[src/layered_byte_completion_tracker_unit_assert.svh]
// ----------------------------------------------------------------------------
// Assertion macros for the layered byte completion tracker
// Concurrent checks on clk with rst as disable; empty in synthesis.
// ----------------------------------------------------------------------------
`ifndef LAYERED_BYTE_COMPLETION_TRACKER_UNIT_ASSERT_SVH
`define LAYERED_BYTE_COMPLETION_TRACKER_UNIT_ASSERT_SVH

`ifndef SYNTHESIS
// same-cycle implication
`define LBCT_ASSERT_IMPL(label, ante, cons) \
  label: assert property (@(posedge clk) disable iff (rst) (ante) |-> (cons)) \
    else $error("lbct check failed");
// next-cycle implication
`define LBCT_ASSERT_NEXT(label, ante, cons) \
  label: assert property (@(posedge clk) disable iff (rst) (ante) |=> (cons)) \
    else $error("lbct check failed");
`else
`define LBCT_ASSERT_IMPL(label, ante, cons)
`define LBCT_ASSERT_NEXT(label, ante, cons)
`endif

`endif

[src/lbct_pkg.sv]
// ----------------------------------------------------------------------------
// lbct_pkg
// Types and constants shared by the layered byte completion tracker.
// ----------------------------------------------------------------------------
package lbct_pkg;

  // record queue geometry
  localparam int QUEUE_DEPTH = 16;
  localparam int PTR_W       = (QUEUE_DEPTH > 1) ? $clog2(QUEUE_DEPTH) : 1;
  localparam int FILL_W      = $clog2(QUEUE_DEPTH + 1);

  // field widths
  localparam int OPC_W   = 3;
  localparam int BYTE_W  = 16;
  localparam int CNT_W   = 24;
  localparam int QCNT_W  = 5;
  localparam int APB_AW  = 3;
  localparam int APB_DW  = 32;

  // register map (byte address bit 2 selects the register)
  localparam logic REG_LAYER_IS_SASL  = 1'b0;
  localparam logic REG_START_PREBYTES = 1'b1;

  typedef enum logic [OPC_W-1:0] {
    OP_ADD_PLAIN  = 3'd0,
    OP_RECORD     = 3'd1,
    OP_WRITTEN    = 3'd2,
    OP_HANDSHAKE  = 3'd3,
    OP_CLEAR      = 3'd4
  } opcode_t;

  typedef enum logic [2:0] {
    ST_IDLE,
    ST_EXEC,
    ST_PRE2,
    ST_LOAD,
    ST_CMP,
    ST_TRIM,
    ST_ACC,
    ST_FINISH
  } state_t;

  typedef enum logic {
    ALU_ADD,
    ALU_SUB
  } alu_op_t;

  // one request to the shared add/subtract unit
  typedef struct packed {
    alu_op_t          op;
    logic [CNT_W-1:0] a;
    logic [CNT_W-1:0] b;
  } alu_req_t;

  // ADD: saturated sum, carry = overflow; SUB: difference, carry = a >= b
  typedef struct packed {
    logic [CNT_W-1:0] res;
    logic             carry;
  } alu_rsp_t;

  // queued record: plain part high, encoded length low
  typedef struct packed {
    logic [BYTE_W-1:0] plain;
    logic [BYTE_W-1:0] enc;
  } rec_t;

  typedef struct packed {
    logic             layer_is_sasl;
    logic [CNT_W-1:0] start_prebytes;
  } cfg_t;

endpackage

[src/lbct_rec_mem.sv]
// ----------------------------------------------------------------------------
// lbct_rec_mem
// Record queue storage: one write port, one registered read port.
// ----------------------------------------------------------------------------
module lbct_rec_mem import lbct_pkg::*; (
  input  logic             clk,
  input  logic             we,
  input  logic [PTR_W-1:0] waddr,
  input  rec_t             wdata,
  input  logic [PTR_W-1:0] raddr,
  output rec_t             rdata
);

  rec_t mem [QUEUE_DEPTH];

  always_ff @(posedge clk) begin
    if (we) begin
      mem[waddr] <= wdata;
    end
    rdata <= mem[raddr];
  end

endmodule

[config.mk]
export PLATFORM = sky130hd
export DESIGN_NAME = lbct_rec_mem
export DESIGN_NICKNAME = d
export VERILOG_FILES = /design/src/layered_byte_completion_tracker_unit_assert.svh /design/src/lbct_pkg.sv /design/src/lbct_rec_mem.sv
export SDC_FILE = /design/constraint.sdc
export NUM_CORES = 1
export LEC_CHECK = 0
export BUFFER_PORTS_ARGS = -buffer_cell sky130_fd_sc_hd__buf_2
export CELL_PAD_IN_SITES_DETAIL_PLACEMENT = 1
export CELL_PAD_IN_SITES_GLOBAL_PLACEMENT = 2
export CORE_MARGIN = 4
export CORE_UTILIZATION = 53
export CTS_CLUSTER_SIZE = 28
export DETAILED_ROUTE_END_ITERATION = 6
export HOLD_SLACK_MARGIN = 0.08
export PLACE_DENSITY_LB_ADDON = 0.1
export SLEW_MARGIN = 10
export SYNTH_ARGS = -nofsm -noshare
export SYNTH_HDL_FRONTEND = slang
export SYNTH_SLANG_ARGS = --single-unit
[constraint.sdc]
create_clock -name clk -period 7.76 [get_ports clk]
set_input_delay 1.552 -clock clk [delete_from_list [all_inputs] [get_ports clk]]
set_output_delay 1.552 -clock clk [all_outputs]
set_load 0.02 [all_outputs]
Word level (Yosys, flattened, before mapping). Memories as Yosys holds them, arrays and structs flattened. A register that Yosys moved wholly into a read port is not among the register bits. Cells that the tools add are included.

Multipliers: 0. Mux-type cells: 2. Shift operators: 0. $lt $le $gt $ge: 0. Equality and inequality tests: 0. $add $sub $neg: 0. Divide/modulo/power cells: 0. Reduce and logical (&&, ||, !) cells: 0. Bitwise operators: 0.

Operators with widths (count): 1-bit two-way mux (2).

Register bits after elaboration: 0. Bits in writable memories: 512. Memory bits (read-only): 0. Output and inout bits: 32. Latch bits: 0. Memories: 1.

Memory list: mem (words 16, bits a word 32, rd ports 1, clocked after Yosys merged registers in 1, wr ports 1, RTL line lbct_rec_mem.sv:14) `rec_t mem [QUEUE_DEPTH];`.

Longest topological paths before layout.
Word-level depth: 2. Depth in mapped cells: 5. Gate-level depth less buffers: 3.

Worst setup path after synthesis. Ideal clock, no wire load.

Path type: input port to flip-flop. Start: input port waddr[2]. End: memory mem[0][0] (netlist name), enable pin. Path buffers: 0. Stages: 2. Arrival time: 4.270 ns. Path slack: 3.028 ns. Cell sequence: or3b_2 -> nor3_1.

RTL lines: from (decl) (RTL line lbct_rec_mem.sv:8) `input logic [PTR_W-1:0] waddr,`; to (decl) (RTL line lbct_rec_mem.sv:14).

Straight into the memory's write port.

==> summary.md <==
| Metric | Value |
|---|---|
| Status | `finished, final reports clean` |
| # rows | `70` |
| # H-tree levels | `2` |
| Gr usage total | `22.0%` |
| Setup bufs post-CTS | `0` |
| Vias in the first global route | `a little under 10000` |
| Maximum clock rate | `approximately 290 MHz` |
| Final HPWL DP | `21.3 mm` |
| Max_cap viols | `0` |
| Post-Syn Nets | `880` |
| Worst Min Path Start | `mem[15][24]` |
| Top Ports | `74` |
| Worst rel slew slack | `22.1%` |
| Cell at the slowest stage of the critical path | `buf_4` |
| PnR Total Power | `6.38 mW` |
| Mapped cell area | `approximately 0.020 mm²` |
| Global route overflow | `0` |
| I/O Buffers | `73` |
| CTS tree | `yes` |
| Worst-skew pair later-pin latency | `580 ps` |
| Req. time, crit path | `8210 ps` |
| Die ar. | `about 0.041 mm²` |
| Initial antenna violation count | `3` |
| Post-route cell area | `0.0228 mm²` |
| Final core occ | `between 60% and 70%` |
| Setup Total Neg Slack | `0 ps` |
| Setup Skew | `6.63 ps` |
| Clk buf depth | `3` |
| Pleak | `approximately 7.4 nW` |
| Synth Area per Inst | `around 24 µm²` |
| Crit Path Max Fanout | `78` |
| Routed len/inst | `roughly 30 µm` |
| Total number of vias | `about 9000` |
| Slew @ Worst Pin | `1170 ps` |
| Largest net degree at the start of global routing | `79` |
| Final-report max-slew violation count | `0` |
| Peak supply drop | `roughly 0.24 mV` |
| Netlist cell types | `18` |
| Final #Nets | `between 900 and 1000` |
| CP endpoint kind | `flop` |
| Layout area overhead | `15.0%` |
| Critical Path Source Type | `primary input` |
| CP arrival | `3950 ps` |
| Initial Utilization | `between 50 and 60%` |
| Final critical-path required period | `3500 ps` |
| CP Cell Sequence | `buf_4 > buf_4 > mux4_2 > a22oi_1 > nand2_1` |
| Cts hold-fix bufs | `0` |
| R2r setup slk | `about 6400 ps` |
| Routed Wire Length | `43.6 mm` |
| Post-synthesis cell count | `about 840` |
| Filler Cells Inserted | `2960` |
| Die span in x | `approximately 200 µm` |
| RSZ-0062 raised after global routing | `false` |
| Drt drc | `0` |
| Register area share after synthesis | `between 80% and 90%` |
| Final hold vios | `0` |
| Pwr per Cell Area | `about 280 mW/mm²` |
| Hold path cells | `3` |
| R2r worst-path depth | `3` |
| Die height | `between 200 and 250 µm` |
| Fin crit share | `45.1%` |
| Hold worst-path end | `rdata[24]` |
| CTS root buf | `clkbuf_16` |
| Slowest stage delay, CP | `roughly 850 ps` |
| Clk pin slew, worst setup/hold paths | `about 60 ps` |
| Most Frequent Cell on Critical Path | `buf_4` |
| GPL Wtd Cong | `roughly 0.7` |
| Worst Hold Class | `reg2reg` |
| Synth Warn # | `0` |
| Post-route antenna net violation count | `0` |
| Core ar. | `between 0.03 and 0.04 mm²` |
| Share of cells above drive strength 1 | `roughly 33%` |
| Final setup vio count | `0` |
| Clock Sinks | `about 540` |
| DR vias/cell | `6.13` |
| R2r endpoint | `rdata[13]` |
| #FFs+latches synth | `544` |
| CTS Buf Count | `54` |
| WHS | `just under 700 ps` |
| Initial DRC Count | `between 700 and 800` |
| DP Area | `around 0.021 mm²` |
| Worst r2r src | `mem[11][13]` |
| Critical path class | `in2reg` |
| Resize count post-CTS | `0` |
| Drt pass-1 iters | `5` |
| First-pass GRT wire length | `about 65 mm` |
==> cell usage in the layout, fill, tap and decap left out, types with 11 or more instances in the layout <==
cell	n
a22oi_1	64
buf_2	71
buf_4	24
bufinv_16	11
clkbuf_16	57
clkinv_2	16
dfxtp_1	32
edfxtp_1	512
mux4_2	128
nand2_1	33
nor2_4	13
==> critical path, delay by kind of cell <==
family	cells	cell delay (ps)
AOI/OAI and AO/OA	1	220
and+or+nand+nor	1	100
muxes	1	410
buffers and inverters	2	1620
==> flip-flops by register name (all words and copies together) (netlist names) <==
register  cells
mem         512
rdata        32
==> synthesized netlist by cell type <==
master	count	area share, %
a22oi_1	64	2.4
dfxtp_1	32	3.2
buf_6	2	0.11
buf_4	11	0.42
nor2_1	13	0.25
clkbuf_1	17	0.32
buf_2	4	0.10
nand3b_1	2	0.076
nor3_1	4	0.10
edfxtp_1	512	77
and2_1	1	0.032
nor2b_1	2	0.063
nand2_1	33	0.62
buf_1	9	0.17
mux4_2	128	15
nand3_1	1	0.025
or3b_2	1	0.044
nand2b_1	2	0.063
==> worst max path at each step <==
| stage | startpoint | end | slack [ps] |
|---|---|---|---|
| 2_1_floorplan | waddr[2] | mem[0][0] | 3030 |
| 3_5_place_dp | raddr[1] | rdata[16] | 3650 |
| 4_1_cts | raddr[1] | rdata[19] | 4240 |
| 5_1_grt | raddr[0] | rdata[2] | 4120 |
| 3_3_place_gp | raddr[0] | rdata[27] | 3750 |
| 6_report | raddr[1] | rdata[19] | 4260 |
==> per-layer routing <==
layer  track usage, %  vias up  share of wire [%]
met5                0        -              0.066
met4             5.10        6                1.9
met3             3.26       67                4.9
met2             37.8      255                 52
met1             30.4     4836                 41
li1                 -     3795                  -
==> cells by family (layout without fill, tap and decap cells) <==
group | after synthesis | count (layout) | share of synthesized area, %
other | 0 | 1 | 0
AOI/OAI and AO/OA | 64 | 64 | 2.42
and+or+nand+nor | 59 | 59 | 1.27
buffers and inverters | 43 | 198 | 1.12
DFF | 544 | 544 | 80.7
muxes | 128 | 128 | 14.5
==> power by group <==
group / switching [mW] / leakage (nW) / internal, mW
registers: 0.0213 / 4.89 / 3.29
clock network: 1.04 / 0.962 / 1.73
logic: 0.185 / 1.55 / 0.116
==> through the flow <==
| stage | worst slack, ps | instances |
|---|---|---|
| finish | 4260 | 1462 |
| floorplan | 3030 | 838 |
| CTS | 4240 | 1461 |
| detailed placement | 3650 | 1359 |
| global route | 4120 | 1461 |
| global placement | 3750 | 1359 |
==> cell type report <==
class	instances	area, µm²	share of cell area (%)
antenna	1	2.50	0.0110
clock buffer	70	1510	6.59
clock inverter	32	429	1.88
multi-input combinational	251	3750	16.4
sequential	544	16000	70.1
tap	468	586	2.56
timing repair buffer	96	549	2.41
Power figures use the tool's default switching activity.
