### config.mk
export PLATFORM = sky130hd
export DESIGN_NAME = lbct_cfg
export DESIGN_NICKNAME = d
export VERILOG_FILES = /design/src/layered_byte_completion_tracker_unit_assert.svh /design/src/lbct_pkg.sv /design/src/lbct_cfg.sv
export SDC_FILE = /design/constraint.sdc
export NUM_CORES = 1
export LEC_CHECK = 0
export ABC_AREA = 1
export BUFFER_PORTS_ARGS = -buffer_cell sky130_fd_sc_hd__buf_2
export CAP_MARGIN = 20
export CORE_ASPECT_RATIO = 1.4
export CORE_UTILIZATION = 40
export CTS_CLUSTER_SIZE = 20
export DETAILED_ROUTE_END_ITERATION = 7
export HOLD_SLACK_MARGIN = 0.02
export PLACE_DENSITY = 0.85
export SLEW_MARGIN = 20
export SYNTH_ARGS = -nofsm -noshare
export SYNTH_HDL_FRONTEND = slang
export SYNTH_SLANG_ARGS = --single-unit
### constraint.sdc
create_clock -name clk -period 1.31 [get_ports clk]
set_clock_uncertainty 0.1 [all_clocks]
set_input_delay 0.393 -clock clk [delete_from_list [all_inputs] [get_ports clk]]
set_output_delay 0.393 -clock clk [all_outputs]
set_load 0.01 [all_outputs]
### src/layered_byte_completion_tracker_unit_assert.svh
// ----------------------------------------------------------------------------
// Assertion macros for the layered byte completion tracker
// Concurrent checks on clk with rst as disable; empty in synthesis.
// ----------------------------------------------------------------------------
`ifndef LAYERED_BYTE_COMPLETION_TRACKER_UNIT_ASSERT_SVH
`define LAYERED_BYTE_COMPLETION_TRACKER_UNIT_ASSERT_SVH

`ifndef SYNTHESIS
// same-cycle implication
`define LBCT_ASSERT_IMPL(label, ante, cons) \
  label: assert property (@(posedge clk) disable iff (rst) (ante) |-> (cons)) \
    else $error("lbct check failed");
// next-cycle implication
`define LBCT_ASSERT_NEXT(label, ante, cons) \
  label: assert property (@(posedge clk) disable iff (rst) (ante) |=> (cons)) \
    else $error("lbct check failed");
`else
`define LBCT_ASSERT_IMPL(label, ante, cons)
`define LBCT_ASSERT_NEXT(label, ante, cons)
`endif

`endif

### src/lbct_pkg.sv
// ----------------------------------------------------------------------------
// lbct_pkg
// Types and constants shared by the layered byte completion tracker.
// ----------------------------------------------------------------------------
package lbct_pkg;

  // record queue geometry
  localparam int QUEUE_DEPTH = 16;
  localparam int PTR_W       = (QUEUE_DEPTH > 1) ? $clog2(QUEUE_DEPTH) : 1;
  localparam int FILL_W      = $clog2(QUEUE_DEPTH + 1);

  // field widths
  localparam int OPC_W   = 3;
  localparam int BYTE_W  = 16;
  localparam int CNT_W   = 24;
  localparam int QCNT_W  = 5;
  localparam int APB_AW  = 3;
  localparam int APB_DW  = 32;

  // register map (byte address bit 2 selects the register)
  localparam logic REG_LAYER_IS_SASL  = 1'b0;
  localparam logic REG_START_PREBYTES = 1'b1;

  typedef enum logic [OPC_W-1:0] {
    OP_ADD_PLAIN  = 3'd0,
    OP_RECORD     = 3'd1,
    OP_WRITTEN    = 3'd2,
    OP_HANDSHAKE  = 3'd3,
    OP_CLEAR      = 3'd4
  } opcode_t;

  typedef enum logic [2:0] {
    ST_IDLE,
    ST_EXEC,
    ST_PRE2,
    ST_LOAD,
    ST_CMP,
    ST_TRIM,
    ST_ACC,
    ST_FINISH
  } state_t;

  typedef enum logic {
    ALU_ADD,
    ALU_SUB
  } alu_op_t;

  // one request to the shared add/subtract unit
  typedef struct packed {
    alu_op_t          op;
    logic [CNT_W-1:0] a;
    logic [CNT_W-1:0] b;
  } alu_req_t;

  // ADD: saturated sum, carry = overflow; SUB: difference, carry = a >= b
  typedef struct packed {
    logic [CNT_W-1:0] res;
    logic             carry;
  } alu_rsp_t;

  // queued record: plain part high, encoded length low
  typedef struct packed {
    logic [BYTE_W-1:0] plain;
    logic [BYTE_W-1:0] enc;
  } rec_t;

  typedef struct packed {
    logic             layer_is_sasl;
    logic [CNT_W-1:0] start_prebytes;
  } cfg_t;

endpackage

### src/lbct_cfg.sv
// ----------------------------------------------------------------------------
// lbct_cfg
// APB register file: layer mode and the prebyte credit reload value.
// ----------------------------------------------------------------------------
module lbct_cfg import lbct_pkg::*; (
  input  logic              clk,
  input  logic              rst,
  input  logic              psel,
  input  logic              penable,
  input  logic              pwrite,
  input  logic [APB_AW-1:0] paddr,
  input  logic [APB_DW-1:0] pwdata,
  output logic [APB_DW-1:0] prdata,
  output logic              pready,
  output cfg_t              cfg
);

  logic wr_en;

  assign pready = 1'b1;
  assign wr_en  = psel && penable && pwrite;

  // register writes
  always_ff @(posedge clk) begin
    if (rst) begin
      cfg <= '0;
    end else if (wr_en) begin
      unique case (paddr[2])
        REG_LAYER_IS_SASL:  cfg.layer_is_sasl  <= pwdata[0];
        REG_START_PREBYTES: cfg.start_prebytes <= pwdata[CNT_W-1:0];
        default: ;
      endcase
    end
  end

  // read mux
  always_comb begin
    unique case (paddr[2])
      REG_LAYER_IS_SASL:  prdata = {{(APB_DW-1){1'b0}}, cfg.layer_is_sasl};
      REG_START_PREBYTES: prdata = {{(APB_DW-CNT_W){1'b0}}, cfg.start_prebytes};
      default:            prdata = '0;
    endcase
  end

endmodule

# After elaboration in Yosys (flattened, before gate mapping)
# Cells that the tools add are included.
dict set report op_classes {
  reduce_logical 4
  bitwise_logic 1
  n_mux 1
}
# operator count
set ops {}
lappend ops {{32-bit one-hot mux with 2 select lines} 1}
lappend ops {{2-bit AND reduction} 2}
lappend ops {{1-bit logical AND} 2}
lappend ops {{1-bit inverter} 1}
dict set report word_totals {
  inputBits 40
  ff_bits 25
  elab_cells 8
  output_inout_bits 58
}

# Longest topological paths before layout
dict set report logic_depth {
  ltp_word 3
  mapped_depth 6
  mapped_depth_nobuf 5
}

# Worst setup path after synthesis
# No wires, ideal clock.
dict set report synth_timing {
  kind {input to output}
  startpoint {in paddr[2]}
  endpoint {out prdata[10]}
  n_path_buf 2
  required_ns 0.817
  path_slack_ns -0.069
  arrival_ns 0.886
  cell_stages 4
  path_cell_list {buf_2 -> buf_2 -> nand2_1 -> inv_1}
}
dict set report synth_between {
  elab_chain_len 2
}
# item line_no
set synth_lines {}
lappend synth_lines {{start, declared} lbct_cfg.sv:11} ;# input logic [APB_AW-1:0] paddr,
lappend synth_lines {{1-bit inverter} n/a}
lappend synth_lines {{32-bit one-hot mux with 2 select lines *} lbct_cfg.sv:38} ;# unique case (paddr[2])
lappend synth_lines {{end, declared} lbct_cfg.sv:13} ;# output logic [APB_DW-1:0] prdata,
# Mark *: on every way between the ends. The rest lies on a longest branch, timed or not. The select of a mux whose other input is x is not followed.

# Worst setup path after layout
dict set report layout_timing {
  startpoint {in paddr[2]}
  endpoint {out prdata[5]}
}
# Same word-level chain as after synthesis.

==> results.txt <==
Clock transition at the register clock pins on the worst setup and hold paths after CTS: 90 ps
Placeable core region: 3180 µm²
Post-route ant nets: 0
Die X-Extent: 51.4 µm
Post-synthesis cell area: 1370 µm²
Area of the multi-input gates: 601 µm²
Hold Path Depth: 5
Max IR drop VDD: 0.611 mV
Launch point of the worst path: paddr[2]
Initial Utilization: 43.0%
Number of register bits inferred by synthesis: 25
Seq. cell area: 529 µm²
Largest net degree at the start of global routing: 27
Clock tree sinks: 25
PortBufs: 78
Chip height: 71.2 µm
Yosys Warn Count: 0
Worst setup timing slack at the placement stage: -173 ps
Placer Congestion: 0.743
Critical Path AT: 860 ps
Final Net Count: 356
Crit path setup slack, layout: -47.2 ps
Max Root-Sink Buffers: 2
Sum of overflow across all layers after global routing: 0
Share of final-layout standard cells stronger than drive strength 1: 44.8%
TritonCTS buffer count: 3
Post-layout minimum cycle time: 1360 ps
Clock tree from TritonCTS: yes
Worst-path maximum fanout: 6
Final hold slack: 332 ps
Largest registers ranked by flip-flop count: cfg (25)
Tot GR Track Use: 19.0%
HP Start: pwdata[22]
Vias in the first global route: 1306
Cells on worst reg2reg path: 2
Syn Area/Cell: 6.03 µm²
Area growth from synthesis to layout: 49.9%
Unrepaired setup endpoints after global routing: yes
Class of the tightest hold or removal check: input pin to flop
DR vias/cell: 4.33
Hold Violations, Final: 0
Total via count in the routed design: 1533
Fin Setup TNS: -748 ps
Number of distinct library cells after synthesis: 13
Cell count after synthesis: 227
Routed WL per cell: 9.81 µm
First-pass GRT wire length: 5390 µm
Final number of max-transition violations: 0
Violations in the final reports: setup timing
Max FFs per register: 25
Drt drc: 0
CP Capture Type: primary output
Count of maximum capacitance violations: 0
Placed wire-length estimate: 2440 µm
Number of filler cells placed in the layout: 314
Proportion of synthesized chip area in sequential cells: 36.6%
Worst reg2reg path endpoint: cfg[7]$_SDFFE_PP0P_
Leakage dissipation: 1.34 nW
Crit path required time: 820 ps
Largest register by flop count: cfg
Max Clk Rate: 737 MHz
Final wirelength: 3470 µm
Number of antenna violations at the first check in global routing: 0
Hold Buf Count CTS: 0
Worst reg2reg startpoint: cfg[7]$_SDFFE_PP0P_
Total iterations of the first detailed-routing run: 4
Clock network latency to the later pin of the worst-skew pair: 260 ps
Sort of element at the start of the critical path: input pin
Period utilization: 104%
Run status: finished, violations left
Standard-cell row count: 24
H-tree levels: 1
Total power: 0.00159 W
Area of the die: 3660 µm²
Top-level port count: 98
DR iter-0 viols: 23
ANT cells: 0
Destination of the worst hold path: cfg[22]$_SDFFE_PP0P_
Type of the setup path with the least slack: input pin to primary output
Power density of the placed cells: 776 nW/µm²
Cell at the root of the clock tree: sky130_fd_sc_hd__clkbuf_8
Minimum setup slack among reg-to-reg paths: 600 ps
Final setup violating endpoints: 24
==> how the worst max path moves through the flow <==
stage	endpoint	slack (ps)	cells past startpoint
after floorplan	prdata[10]	30	4
after global placement	prdata[15]	-140	5
after detailed placement	prdata[4]	-170	5
after CTS	prdata[12]	-40	5
after global routing	prdata[15]	-60	5
final	prdata[5]	-50	5
==> logic make-up after synthesis <==
kind of cell	after synthesis	synth area share, %
flops	25	36.6
compound gates	1	0.365
other cells	2	0.549
simple gates	129	38.8
buf+inv	70	23.7
==> through the flow <==
stage	utilization, %	instances	cell area (µm²)
after floorplan	-	234	1410
after detailed placement	57.9	347	1840
after global routing	64.5	354	2050
after global placement	57.9	347	1840
after CTS	61.8	354	1970
final	64.5	354	2050
==> worst max-delay path, cell delays in order <==
cell and delay [ps]:
sky130_fd_sc_hd__buf_12 120, sky130_fd_sc_hd__buf_8 130, sky130_fd_sc_hd__nand2_1 60, sky130_fd_sc_hd__inv_1 40, sky130_fd_sc_hd__buf_2 130
==> layer usage <==
layer	part of all wire, %	track usage, %	up-vias
li1	-	-	804
met1	38	20.9	668
met2	54	34.8	57
met3	5.9	2.34	4
met4	1.6	9.01	0
met5	0	0	-
==> repair_timing <==
item / CTS / global route
pin swaps: 1 / 6
buffers inserted: 2 / 0
gates cloned: 1 / 0
endpoints found under the setup margin: 24 / 24
gates resized for setup: 19 / 39
endpoints found under the hold margin: 0 / 0
==> placed cells by master (no fill, tap or decap), types with 2 or more instances in the layout <==
| cell | netlist | layout |
|---|---|---|
| sky130_fd_sc_hd__buf_2 | 4 | 71 |
| sky130_fd_sc_hd__nor2_1 | 49 | 49 |
| sky130_fd_sc_hd__nand2_1 | 52 | 42 |
| sky130_fd_sc_hd__inv_1 | 48 | 42 |
| sky130_fd_sc_hd__nand3_1 | 26 | 26 |
| sky130_fd_sc_hd__dfxtp_2 | 0 | 20 |
| sky130_fd_sc_hd__buf_4 | 11 | 12 |
| sky130_fd_sc_hd__nand2_2 | 0 | 9 |
| sky130_fd_sc_hd__conb_1 | 2 | 9 |
| sky130_fd_sc_hd__inv_2 | 2 | 8 |
| sky130_fd_sc_hd__buf_6 | 2 | 8 |
| sky130_fd_sc_hd__dfxtp_1 | 25 | 4 |
| sky130_fd_sc_hd__clkbuf_8 | 0 | 3 |
| sky130_fd_sc_hd__buf_12 | 0 | 3 |
| sky130_fd_sc_hd__buf_8 | 0 | 3 |
| sky130_fd_sc_hd__nor2_4 | 2 | 2 |
==> final cells by class <==
type                            count  share of cell area [%]
Sequential cell                    25                    25.8
Inverter                           50                    9.15
Tap cell                           39                    2.38
Clock buffer                        4                    2.20
Multi-Input combinational cell    139                    29.3
Timing Repair Buffer               97                    31.2
==> synth_stat cells <==
cell                      count  share of area, %
sky130_fd_sc_hd__nand2_1     52                14
sky130_fd_sc_hd__buf_4       11               6.0
sky130_fd_sc_hd__conb_1       2              0.55
sky130_fd_sc_hd__buf_1        3              0.82
sky130_fd_sc_hd__inv_2        2              0.55
sky130_fd_sc_hd__inv_1       48                13
sky130_fd_sc_hd__buf_6        2               1.6
sky130_fd_sc_hd__nor2_4       2               1.6
sky130_fd_sc_hd__nor2_1      49                13
sky130_fd_sc_hd__a21oi_1      1              0.37
sky130_fd_sc_hd__dfxtp_1     25                37
sky130_fd_sc_hd__buf_2        4               1.5
sky130_fd_sc_hd__nand3_1     26               9.5
==> power by group <==
part	internal, W	switching [W]	leakage, nW
combinational	0.000159	0.000173	1.10
sequential	0.000789	0.0000210	0.213
clock	0.000217	0.000232	0.0228
total	0.00116	0.000427	1.34
Note: power is estimated with default switching activity, not from simulation.
