--- config.mk ---
export PLATFORM = sky130hd
export DESIGN_NAME = lbct_alu
export DESIGN_NICKNAME = d
export VERILOG_FILES = /design/src/layered_byte_completion_tracker_unit_assert.svh /design/src/lbct_pkg.sv /design/src/lbct_alu.sv
export SDC_FILE = /design/constraint.sdc
export NUM_CORES = 1
export LEC_CHECK = 0
export BUFFER_PORTS_ARGS = -buffer_cell sky130_fd_sc_hd__buf_2
export CAP_MARGIN = 15
export CORE_ASPECT_RATIO = 1.5
export CORE_MARGIN = 3
export CORE_UTILIZATION = 29
export DETAILED_ROUTE_END_ITERATION = 7
export PLACE_DENSITY_LB_ADDON = 0.08
export SLEW_MARGIN = 10
export SYNTH_ARGS = -nofsm -noshare
export SYNTH_HDL_FRONTEND = slang
export SYNTH_SLANG_ARGS = --single-unit
--- constraint.sdc ---
create_clock -name vclk -period 4.36
set_input_delay 0.436 -clock vclk [all_inputs]
set_output_delay 0.436 -clock vclk [all_outputs]
set_load 0.03 [all_outputs]
--- src/layered_byte_completion_tracker_unit_assert.svh ---
// ----------------------------------------------------------------------------
// Assertion macros for the layered byte completion tracker
// Concurrent checks on clk with rst as disable; empty in synthesis.
// ----------------------------------------------------------------------------
`ifndef LAYERED_BYTE_COMPLETION_TRACKER_UNIT_ASSERT_SVH
`define LAYERED_BYTE_COMPLETION_TRACKER_UNIT_ASSERT_SVH

`ifndef SYNTHESIS
// same-cycle implication
`define LBCT_ASSERT_IMPL(label, ante, cons) \
  label: assert property (@(posedge clk) disable iff (rst) (ante) |-> (cons)) \
    else $error("lbct check failed");
// next-cycle implication
`define LBCT_ASSERT_NEXT(label, ante, cons) \
  label: assert property (@(posedge clk) disable iff (rst) (ante) |=> (cons)) \
    else $error("lbct check failed");
`else
`define LBCT_ASSERT_IMPL(label, ante, cons)
`define LBCT_ASSERT_NEXT(label, ante, cons)
`endif

`endif

--- src/lbct_pkg.sv ---
// ----------------------------------------------------------------------------
// lbct_pkg
// Types and constants shared by the layered byte completion tracker.
// ----------------------------------------------------------------------------
package lbct_pkg;

  // record queue geometry
  localparam int QUEUE_DEPTH = 16;
  localparam int PTR_W       = (QUEUE_DEPTH > 1) ? $clog2(QUEUE_DEPTH) : 1;
  localparam int FILL_W      = $clog2(QUEUE_DEPTH + 1);

  // field widths
  localparam int OPC_W   = 3;
  localparam int BYTE_W  = 16;
  localparam int CNT_W   = 24;
  localparam int QCNT_W  = 5;
  localparam int APB_AW  = 3;
  localparam int APB_DW  = 32;

  // register map (byte address bit 2 selects the register)
  localparam logic REG_LAYER_IS_SASL  = 1'b0;
  localparam logic REG_START_PREBYTES = 1'b1;

  typedef enum logic [OPC_W-1:0] {
    OP_ADD_PLAIN  = 3'd0,
    OP_RECORD     = 3'd1,
    OP_WRITTEN    = 3'd2,
    OP_HANDSHAKE  = 3'd3,
    OP_CLEAR      = 3'd4
  } opcode_t;

  typedef enum logic [2:0] {
    ST_IDLE,
    ST_EXEC,
    ST_PRE2,
    ST_LOAD,
    ST_CMP,
    ST_TRIM,
    ST_ACC,
    ST_FINISH
  } state_t;

  typedef enum logic {
    ALU_ADD,
    ALU_SUB
  } alu_op_t;

  // one request to the shared add/subtract unit
  typedef struct packed {
    alu_op_t          op;
    logic [CNT_W-1:0] a;
    logic [CNT_W-1:0] b;
  } alu_req_t;

  // ADD: saturated sum, carry = overflow; SUB: difference, carry = a >= b
  typedef struct packed {
    logic [CNT_W-1:0] res;
    logic             carry;
  } alu_rsp_t;

  // queued record: plain part high, encoded length low
  typedef struct packed {
    logic [BYTE_W-1:0] plain;
    logic [BYTE_W-1:0] enc;
  } rec_t;

  typedef struct packed {
    logic             layer_is_sasl;
    logic [CNT_W-1:0] start_prebytes;
  } cfg_t;

endpackage

--- src/lbct_alu.sv ---
// ----------------------------------------------------------------------------
// lbct_alu
// Shared 24-bit adder: saturating add or subtract with a >= b flag.
// ----------------------------------------------------------------------------
module lbct_alu import lbct_pkg::*; (
  input  alu_req_t req,
  output alu_rsp_t rsp
);

  logic             is_sub;
  logic [CNT_W-1:0] b_in;
  logic [CNT_W:0]   sum;

  // one carry chain, b inverted for subtract
  assign is_sub = (req.op == ALU_SUB);
  assign b_in   = is_sub ? ~req.b : req.b;
  assign sum    = {1'b0, req.a} + {1'b0, b_in} + {{CNT_W{1'b0}}, is_sub};

  always_comb begin
    rsp.carry = sum[CNT_W];
    if (!is_sub && sum[CNT_W]) begin
      rsp.res = '1;
    end else begin
      rsp.res = sum[CNT_W-1:0];
    end
  end

endmodule

=== After elaboration in Yosys (flattened, before gate mapping) ===
Index checks and enable logic that the tools add are counted.

* Add/sub/neg operators: 2
* Bitwise operators: 1
* Reductions and logical operators: 2
* Multiplexer cells: 2

{| class="wikitable"
|+ Operators by type and width
! operator !! count
|-
| $mux 24 || 2
|-
| $add 24x24->25 || 1
|-
| $add 25x1->25 || 1
|-
| $not 24->24 || 1
|-
| $logic_and 1x1->1 || 1
|-
| $logic_not 1->1 || 1
|}

* Input port bits: 49
* Register bits: 0
* Output and inout port bits: 25
* Word-level logic and storage cells: 7

=== Longest topological paths before layout ===
Gate-level depths: netlist of the first run.

* Depth after elaboration: 6
* Mapped depth: 13
* Mapped depth without buffers: 11

=== Worst setup path after synthesis of the first run ===
OpenSTA, ideal clock, no wires.

* Kind: input to output
* From: in req[48] (netlist bit)
* To: out rsp[18] (netlist bit)
* Arrival time: 3.277 ns
* Buffers on the path: 2
* Path slack: 0.647 ns
* Stages on the path: 12
* Required time: 3.924 ns
* Cell sequence: buf_6 -> clkbuf_1 -> xor2_1 -> ha_1 -> and3_1 -> a22oi_2 -> a21oi_2 -> o2111ai_4 -> a21boi_2 -> o211ai_1 -> o41ai_1 -> o21ai_0

{| class="wikitable"
|+ RTL lines
! what !! line !! text
|-
| start, declared || lbct_alu.sv:6 || <nowiki>input alu_req_t req,</nowiki>
|-
| end, declared || lbct_alu.sv:7 || <nowiki>output alu_rsp_t rsp</nowiki>
|}

==> out/qor.tcl, run 1 <==
set qor(run_status) {finished, final reports clean}
set qor(cp_cell_sequence) {buf_2 -> xor2_1 -> ha_1 -> nor2b_1 -> o2111ai_1 -> a21oi_1 -> o311ai_2 -> nand2_1 -> a21o_1 -> a21oi_4 -> buf_4 -> nand2_1 -> buf_2}
set qor(share_comb_of_total_power) 1.000
set qor(worst-path-buf-inv) 3
set qor(worst_ep_required_time_ns) 3.92
set qor(antenna_cells_inserted) 0
set qor(synth_top_family_by_area) {compound AO/OA/AOI/OAI gates}
set qor(drt-total-wl_um) 5050
set qor(fin_setup_tns_ns) 0
set qor(ioPinCount) 74
set qor(post_cts_resize_count) 0
set qor(slew_violations) 0
set qor(detail_route.drc_violations) 0
set qor(vdd.ir_drop.worst_mv) 0.0951
set qor(layout_commonest_cell) {sky130_fd_sc_hd__buf_2}
set qor(maxSlewHeadroom) 0.664
set qor(antenna_violating_nets_post_route) 0
set qor(postCtsHoldBufs) 0
set qor(fillerInstances) 645
set qor(drt_iter0_markers) 57
set qor(timing.critical_path.to_type) {output port}
set qor(cts_setup_buffers) 0
set qor(unrepaired_setup_endpoints_after_global_routing) {false}
set qor(vias_in_the_first_global_route) 1848
set qor(clockPowerShare) 0
set qor(die_w_um) 68.5
set qor(worstHoldPathType) {in -> out}
set qor(layout_common_cells) {74 x sky130_fd_sc_hd__buf_2, 35 x sky130_fd_sc_hd__nand2_1, 34 x sky130_fd_sc_hd__xor2_1, 24 x sky130_fd_sc_hd__ha_1, 19 x sky130_fd_sc_hd__a21oi_1}
set qor(cp_top_family) {compound AO/OA/AOI/OAI gates}
set qor(antenna_violations_before_repair) 0
set qor(numPortBuffers) 74
set qor(post_drt_wl_per_cell_um) 13.5
set qor(power.sequential.fraction) 0
set qor(power.density_nw_per_um2) 288
set qor(netlist-cell-type-count) 50
set qor(groute.usage.overall) 0.143
set qor(timing.fmax_mhz) 256
set qor(synth-simple-area-share) 0.243
set qor(synthesis.nets) 315
set qor(drt_pre_antenna_iters) 5
set qor(layout_min_cycle_time_ns) 3.91
set qor(finalHoldWorstSlack_ns) 1.27
set qor(ff_latch_area_um2) 0
set qor(critical_path.max_stage_delay_ns) 0.45
set qor(syn-cell-area_um2) 1700
set qor(timing.critical_path.from_type) {primary input}
set qor(max_slew.worst_pin.slew_ns) 0.502
set qor(gp_congestion) 0.771
set qor(complex_gate_fraction_of_the_synthesized_area) 0.296
set qor(static_leakage_nw) 1.07
set qor(synth_area_leader_cell) {sky130_fd_sc_hd__ha_1}
set qor(ys_seq_area_frac) 0
set qor(num_rows) 33
set qor(areaGrowthSynthToFinish_pct) 23.8
set qor(post_synth_fa_ha_maj_area_fraction) 0.188
set qor(period_utilization) 0.896
set qor(path_max_fanout) 17
set qor(count_of_cell_instances_traversed_by_the_critical_path) 13
set qor(setup-violations-final) 0
set qor(yosys_warnings) 0
set qor(power.switching_mw) 0.394
set qor(internal_power_mw) 0.213
set qor(start_util) 0.305
set qor(ys_top_cells_by_area) {sky130_fd_sc_hd__ha_1 18%, sky130_fd_sc_hd__xor2_1 18%, sky130_fd_sc_hd__nand2_1 7.7%}
set qor(crit_slowest_cell) {sky130_fd_sc_hd__a21oi_4}
set qor(multiInputGateArea_um2) 1610
set qor(number_of_cells_produced_by_synthesis) 241
set qor(nFlopsAndLatches) 0
set qor(num-nets-final) 380
set qor(total_power_mw) 0.607
set qor(synth_top_area_frac) 0.176
set qor(grt_max_degree) 18
set qor(timing.final.hold_violations) 0
set qor(cap_viol_max_count) 0
set qor(grt_remaining_overflow) 0
set qor(xor_and_xnor_area_share_after_synthesis) 0.211
set qor(synth_area_per_cell_um2) 7.06
set qor(chipHeight_um) 99.8
set qor(die-area_um2) 6840
set qor(hold_path_depth) 4
set qor(arrival_ns) 3.47
set qor(detailroute.via_count) 1902
set qor(dpl_wire_length_um) 4210
set qor(critPathKind) {in -> out}
set qor(final_layout_size_suffix_gt1_frac) 0.286
set qor(grt_first_pass_wirelength_um) 8050
set qor(synth_mux_area_frac) 0.00882
set qor(post_drt_via_cell_ratio) 5.09
set qor(power.switching_fraction) 0.649
set qor(core_area_um2) 5570
set qor(clock_buffers) 0
-- power groups by stage --
stage	registers, mW	clock network (mW)	logic, mW
after floorplan	0	0	0.456
after global placement	0	0	0.612
after detailed placement	0	0	0.611
after CTS	0	0	0.613
after global routing	0	0	0.667
final	0	0	0.607
-- cells in the mapped netlist, drive strengths merged, types with 2 or more instances --
| library cell | n |
|---|---|
| nand2 | 35 |
| nand4 | 7 |
| o21ai | 13 |
| nor2b | 6 |
| clkbuf | 7 |
| o211ai | 2 |
| o21a | 2 |
| nor3 | 10 |
| nand2b | 2 |
| a21o | 10 |
| inv | 6 |
| nor2 | 15 |
| xnor2 | 7 |
| a311oi | 2 |
| o2111ai | 3 |
| ha | 24 |
| buf | 6 |
| nand3 | 3 |
| xor2 | 34 |
| a31oi | 2 |
| o41ai | 3 |
| a21oi | 21 |
-- logic make-up (layout without fill, tap and decap cells) --
logic type / after synthesis / in the layout
fa+ha+maj: 25 / 25
buf+inv: 19 / 82
compound gates: 68 / 68
xor+xnor: 41 / 41
simple gates: 87 / 87
mux: 1 / 1
-- final timing paths --
path,start,end,slack (ns)
worst max-delay path,req[48],rsp[5],0.45
worst min-delay path,req[24],rsp[1],1.27
-- layout make-up --
cell class / instances / share of cell area
inverters: 6 / 0.0107
multi-input cells: 222 / 0.765
well taps: 70 / 0.0416
repair buffers: 76 / 0.183
-- layer usage --
layer / vias up / global-route usage / wire length (um)
met5: - / 0 / 0
met4: 0 / 0.00613 / 23
met3: 2 / 0.00448 / 212
met2: 46 / 0.280 / 2720
met1: 858 / 0.172 / 2090
li1: 996 / - / -
-- stage by stage --
stage,instances,util,instance area [um2],setup WS (ns)
global placement,374,0.378,2110,0.452
floorplan,241,-,1700,0.647
CTS,374,0.378,2110,0.373
detailed placement,374,0.378,2110,0.386
finish,374,0.378,2110,0.453
global route,374,0.378,2110,0.130
Power figures use the tool's default switching activity.
==> run 2, diff against run 1 <==
--- a/config.mk
+++ b/config.mk
@@ -5,12 +5,12 @@
 export SDC_FILE = /design/constraint.sdc
 export NUM_CORES = 1
 export LEC_CHECK = 0
-export BUFFER_PORTS_ARGS = -buffer_cell sky130_fd_sc_hd__buf_2
 export CAP_MARGIN = 15
 export CORE_ASPECT_RATIO = 1.5
 export CORE_MARGIN = 3
 export CORE_UTILIZATION = 29
 export DETAILED_ROUTE_END_ITERATION = 7
+export DONT_BUFFER_PORTS = 1
 export PLACE_DENSITY_LB_ADDON = 0.08
 export SLEW_MARGIN = 10
 export SYNTH_ARGS = -nofsm -noshare
==> out/qor.tcl, run 2 (synthesis gave the netlist of run 1 again) <==
set qor(cp_cell_sequence) {xor2_1 -> ha_1 -> and3_1 -> a22oi_2 -> a21oi_2 -> o2111ai_4 -> a21boi_2 -> o211ai_1 -> o41ai_1 -> o21ai_0}
set qor(setup-violations-final) 0 ;# unchanged
set qor(gp_congestion) 0.803 ;# +4.3%
set qor(ioPinCount) 74 ;# unchanged
set qor(die_w_um) 68.5 ;# unchanged
set qor(fin_setup_tns_ns) 0 ;# unchanged
set qor(path_max_fanout) 26 ;# +9
set qor(slew_violations) 0 ;# unchanged
set qor(wl_met3_um) 264 ;# +25%
set qor(drt-total-wl_um) 5010 ;# -0.73%
set qor(num-nets-final) 306 ;# -19%
set qor(chipHeight_um) 99.8 ;# unchanged
set qor(run_status) {finished, final reports clean}
set qor(grt_remaining_overflow) 0 ;# unchanged
set qor(timing.critical_path.from_type) {primary input}
set qor(grt_max_degree) 27 ;# +9
set qor(worstHoldPathType) {in -> out}
set qor(worst_ep_required_time_ns) 3.92 ;# about the same
set qor(period_utilization) 0.795 ;# -0.101
set qor(grt_first_pass_wirelength_um) 7810 ;# -2.9%
set qor(post_layout_nonfiller_instances) 300 ;# -20%
set qor(hold_path_depth) 2 ;# -2
set qor(antenna_cells_inserted) 0 ;# unchanged
set qor(antenna_violations_before_repair) 0 ;# unchanged
set qor(timing.critical_path.to_type) {output port}
set qor(detail_route.wirelength.met1_um) 1920 ;# -8.2%
set qor(max_slew.worst_pin.slew_ns) 1.06 ;# +0.554 ns
set qor(fillerInstances) 631 ;# -2.2%
set qor(maxSlewHeadroom) 0.289 ;# -0.376
set qor(areaGrowthSynthToFinish_pct) 2.06
set qor(cap_viol_max_count) 0 ;# unchanged
set qor(ff_latch_area_um2) 0 ;# unchanged
set qor(vdd.ir_drop.worst_mv) 0.0722 ;# -24%
set qor(numPortBuffers) 0 ;# -100%
set qor(start_util) 0.305 ;# unchanged
set qor(nFlopsAndLatches) 0 ;# unchanged
set qor(post_drt_wl_per_cell_um) 16.7 ;# +24%
set qor(critPathKind) {in -> out}
set qor(drt_pre_antenna_iters) 4 ;# -1
set qor(arrival_ns) 3.03 ;# -0.44 ns
set qor(timing.fmax_mhz) 289 ;# +13%
set qor(detailroute.via_count) 1669 ;# -12%
set qor(detail_route.drc_violations) 0 ;# unchanged
set qor(post_drt_via_cell_ratio) 5.56 ;# +9.4%
set qor(power.density_nw_per_um2) 303 ;# +5.3%
set qor(timing.final.hold_violations) 0 ;# unchanged
set qor(routed-wl-met2_um) 2760 ;# +1.4%
set qor(top_layer_in_use) {met4}
set qor(critical_path.max_stage_delay_ns) 0.84 ;# +0.39 ns
set qor(clock_buffers) 0 ;# unchanged
set qor(dpl_wire_length_um) 4250 ;# +0.97%
set qor(layout_min_cycle_time_ns) 3.47 ;# -0.442 ns
set qor(drt_iter0_markers) 41 ;# -28%
set qor(final_critical_path_setup_slack_ns) 0.894 ;# +0.442 ns
set qor(num_rows) 33 ;# unchanged
set qor(postCtsHoldBufs) 0 ;# unchanged
set qor(vias_in_the_first_global_route) 1677 ;# -9.3%
set qor(layout_common_cells) {35 x sky130_fd_sc_hd__nand2_1, 34 x sky130_fd_sc_hd__xor2_1, 24 x sky130_fd_sc_hd__ha_1, 19 x sky130_fd_sc_hd__a21oi_1, 15 x sky130_fd_sc_hd__nor2_1}
set qor(final_layout_size_suffix_gt1_frac) 0.0565 ;# -0.230
set qor(core_area_um2) 5570 ;# unchanged
set qor(layout_commonest_cell) {sky130_fd_sc_hd__nand2_1}
set qor(static_leakage_nw) 0.788 ;# -26%
set qor(cts_setup_buffers) 0 ;# unchanged
set qor(postPlaceCellArea_um2) 1740 ;# -18%
set qor(post_cts_resize_count) 0 ;# unchanged
set qor(die-area_um2) 6840 ;# unchanged
set qor(pre_cts_setup_slack_ns) 0.885 ;# +0.499 ns
set qor(unrepaired_setup_endpoints_after_global_routing) {false}
set qor(antenna_violating_nets_post_route) 0 ;# unchanged
set qor(crit_slowest_cell) {sky130_fd_sc_hd__o21ai_0}
set qor(groute.usage.overall) 0.141 ;# -0.00133
set qor(post-route-cell-area_um2) 1740 ;# -18%
set qor(dp.cells) 300 ;# -20%
-- run 2: where the power goes --
part | switching (mW) | internal (mW) | total, mW
Clock | 0 | 0 | 0
Sequential | 0 | 0 | 0
Combinational | 0.372 | 0.155 | 0.527
Total | 0.372 | 0.155 | 0.527
-- run 2: final cells by class --
| cell class | instances | area [um2] | area share |
|---|---|---|---|
| multi-input combinational | 222 | 1610 | 0.928 |
| tap | 70 | 87.6 | 0.0504 |
| timing repair buffer | 2 | 15.0 | 0.00865 |
| inverter | 6 | 22.5 | 0.0130 |
-- run 2: critical path, delay by kind of cell --
family,cells,cell delay [ns]
AND/OR/NAND/NOR,1,0.21
adder cells (fa/ha/maj),1,0.33
XOR/XNOR,1,0.14
AO/OA/AOI/OAI,7,1.88
-- run 2: metal layers --
layer  global-route usage  up-vias
met2                0.285       49
li1                     -      847
met4               0.0153        0
met1                0.158      769
met5                    0        -
met3              0.00672        4
-- run 2: metrics by stage --
stage	hold WS, ns	total power [mW]	util
2_1_floorplan	1.13	0.456	-
3_3_place_gp	1.17	0.535	0.312
3_5_place_dp	1.17	0.532	0.312
4_1_cts	1.17	0.534	0.312
5_1_grt	1.18	0.575	0.312
6_report	1.16	0.527	0.312
-- run 2: worst paths after layout --
path,from,to
setup / recovery,req[48],rsp[18]
hold / removal,req[0],rsp[1]
==> run 3, diff against run 2 <==
==> constraint.sdc (replaced) <==
create_clock -name vclk -period 3.5
set_input_delay 0.35 -clock vclk [all_inputs]
set_output_delay 0.35 -clock vclk [all_outputs]
set_load 0.03 [all_outputs]
==> out/qor.tcl, run 3 (synthesis gave the netlist of run 1 again) <==
set qor(layout_common_cells) {35 x sky130_fd_sc_hd__nand2_1, 34 x sky130_fd_sc_hd__xor2_1, 24 x sky130_fd_sc_hd__ha_1, 24 x sky130_fd_sc_hd__buf_4, 19 x sky130_fd_sc_hd__a21oi_1}
set qor(unrepaired_setup_endpoints_after_global_routing) {false}
set qor(drt_pre_antenna_iters) 4 ;# unchanged
set qor(total_power_mw) 0.770 ;# +46%
set qor(grt_remaining_overflow) 0 ;# unchanged
set qor(fin_setup_tns_ns) 0 ;# unchanged
set qor(drt_iter0_markers) 69 ;# +68%
set qor(maxSlewHeadroom) 0.645 ;# +0.356
set qor(timing.fmax_mhz) 318
set qor(worstHoldPathType) {in -> out}
set qor(timing.critical_path.to) {rsp[18]}
set qor(post_cts_resize_count) 0 ;# unchanged
set qor(groute.usage.overall) 0.140 ;# -0.00178
set qor(grt_util_met3) 0.00448 ;# -0.00224
set qor(nFlopsAndLatches) 0 ;# unchanged
set qor(run_status) {finished, final reports clean}
set qor(antenna_violations_before_repair) 0 ;# unchanged
set qor(gp_congestion) 0.821 ;# +2.1%
set qor(postPlaceCellArea_um2) 1920 ;# +11%
set qor(post-route-cell-area_um2) 1920 ;# +11%
set qor(clock_buffers) 0 ;# unchanged
set qor(vias_in_the_first_global_route) 1681 ;# +0.24%
set qor(drt-total-wl_um) 4800 ;# -4.2%
set qor(num_rows) 33 ;# unchanged
set qor(period_utilization) 0.899
set qor(core_area_um2) 5570 ;# unchanged
set qor(antenna_cells_inserted) 0 ;# unchanged
set qor(numPortBuffers) 0 ;# unchanged
set qor(detailroute.via_count) 1741 ;# +4.3%
set qor(ioPinCount) 74 ;# unchanged
set qor(vdd.ir_drop.worst_mv) 0.0855 ;# +18%
set qor(post_drt_wl_per_cell_um) 14.9 ;# -11%
set qor(slew_violations) 0 ;# unchanged
set qor(static_leakage_nw) 0.901 ;# +14%
set qor(cap_viol_max_count) 0 ;# unchanged
set qor(die-area_um2) 6840 ;# unchanged
set qor(max_slew.worst_pin.slew_ns) 0.526 ;# -0.530 ns
set qor(layout_commonest_cell) {sky130_fd_sc_hd__nand2_1}
set qor(timing.critical_path.to_type) {output port}
set qor(dpl_wire_length_um) 4120 ;# -3.2%
set qor(die_w_um) 68.5 ;# unchanged
set qor(start_util) 0.305 ;# unchanged
set qor(setup-violations-final) 0 ;# unchanged
set qor(grt_first_pass_wirelength_um) 7840 ;# +0.36%
set qor(final_layout_size_suffix_gt1_frac) 0.142 ;# +0.0858
set qor(timing.final.hold_violations) 0 ;# unchanged
set qor(postCtsHoldBufs) 0 ;# unchanged
set qor(worst_ep_required_time_ns) 3.15 ;# -0.77 ns
set qor(critPathKind) {in -> out}
set qor(power.density_nw_per_um2) 401 ;# +32%
set qor(ff_latch_area_um2) 0 ;# unchanged
set qor(layout_min_cycle_time_ns) 3.15
set qor(detail_route.drc_violations) 0 ;# unchanged
set qor(antenna_violating_nets_post_route) 0 ;# unchanged
set qor(post_drt_via_cell_ratio) 5.39 ;# -3.1%
set qor(grt_max_degree) 27 ;# unchanged
set qor(path_max_fanout) 26 ;# unchanged
set qor(global_routing_s_busiest_layer) {met2}
set qor(num-nets-final) 329 ;# +7.5%
set qor(cts_setup_buffers) 0 ;# unchanged
set qor(timing.critical_path.from_type) {primary input}
set qor(hold_path_depth) 3 ;# +1
set qor(grt_util_met2) 0.272 ;# -0.0125
set qor(areaGrowthSynthToFinish_pct) 12.9
set qor(chipHeight_um) 99.8 ;# unchanged
set qor(arrival_ns) 2.80 ;# -0.23 ns
set qor(global_route.usage.met1) 0.173 ;# +0.0143
set qor(postLayoutCoreUtil) 0.345 ;# +0.0332
set qor(finalHoldWorstSlack_ns) 0.950 ;# -0.215 ns
set qor(crit_path_launch) {req[48]}
## run 3: worst min-delay path by stage
| stage | startpoint | endpoint | slack [ns] |
|---|---|---|---|
| final | req[0] | rsp[1] | 0.95 |
| after global routing | req[0] | rsp[1] | 0.96 |
| after CTS | req[0] | rsp[1] | 0.96 |
| after detailed placement | req[0] | rsp[1] | 0.95 |
| after global placement | req[0] | rsp[1] | 0.98 |
| after floorplan | req[0] | rsp[1] | 0.96 |
## run 3: power by group
part           total, mW  internal, mW  switching, mW
sequential             0             0              0
combinational      0.770         0.297          0.473
clock                  0             0              0
## run 3: area by class of cell
type | count | area, um2
Fill cell | 649 | 3650
Multi-Input combinational cell | 222 | 1610
Timing Repair Buffer | 25 | 200
Tap cell | 70 | 87.6
Inverter | 6 | 22.5
## run 3: critical path, cell delays in order
cell and delay [ns]:
sky130_fd_sc_hd__xor2_1 0.14, sky130_fd_sc_hd__ha_1 0.33, sky130_fd_sc_hd__nor2b_1 0.17, sky130_fd_sc_hd__o2111ai_1 0.24
sky130_fd_sc_hd__a21oi_1 0.16, sky130_fd_sc_hd__o311ai_2 0.31, sky130_fd_sc_hd__nand2_1 0.13, sky130_fd_sc_hd__a21o_1 0.26
sky130_fd_sc_hd__a21oi_4 0.27, sky130_fd_sc_hd__buf_12 0.19, sky130_fd_sc_hd__o21ai_1 0.08, sky130_fd_sc_hd__buf_4 0.18
## run 3: stage by stage
stage | instances | worst slack [ns]
after floorplan | 241 | 0.165
after global placement | 323 | 0.354
after detailed placement | 323 | 0.283
after CTS | 323 | 0.272
after global routing | 323 | 0.0752
final | 323 | 0.352
## run 3: routing by layer
metal,wire length (um),part of all wire,up-vias
met4,10,0.0021,0
met5,0,0,-
met3,248,0.052,2
li1,-,-,896
met2,2720,0.57,40
met1,1820,0.38,803
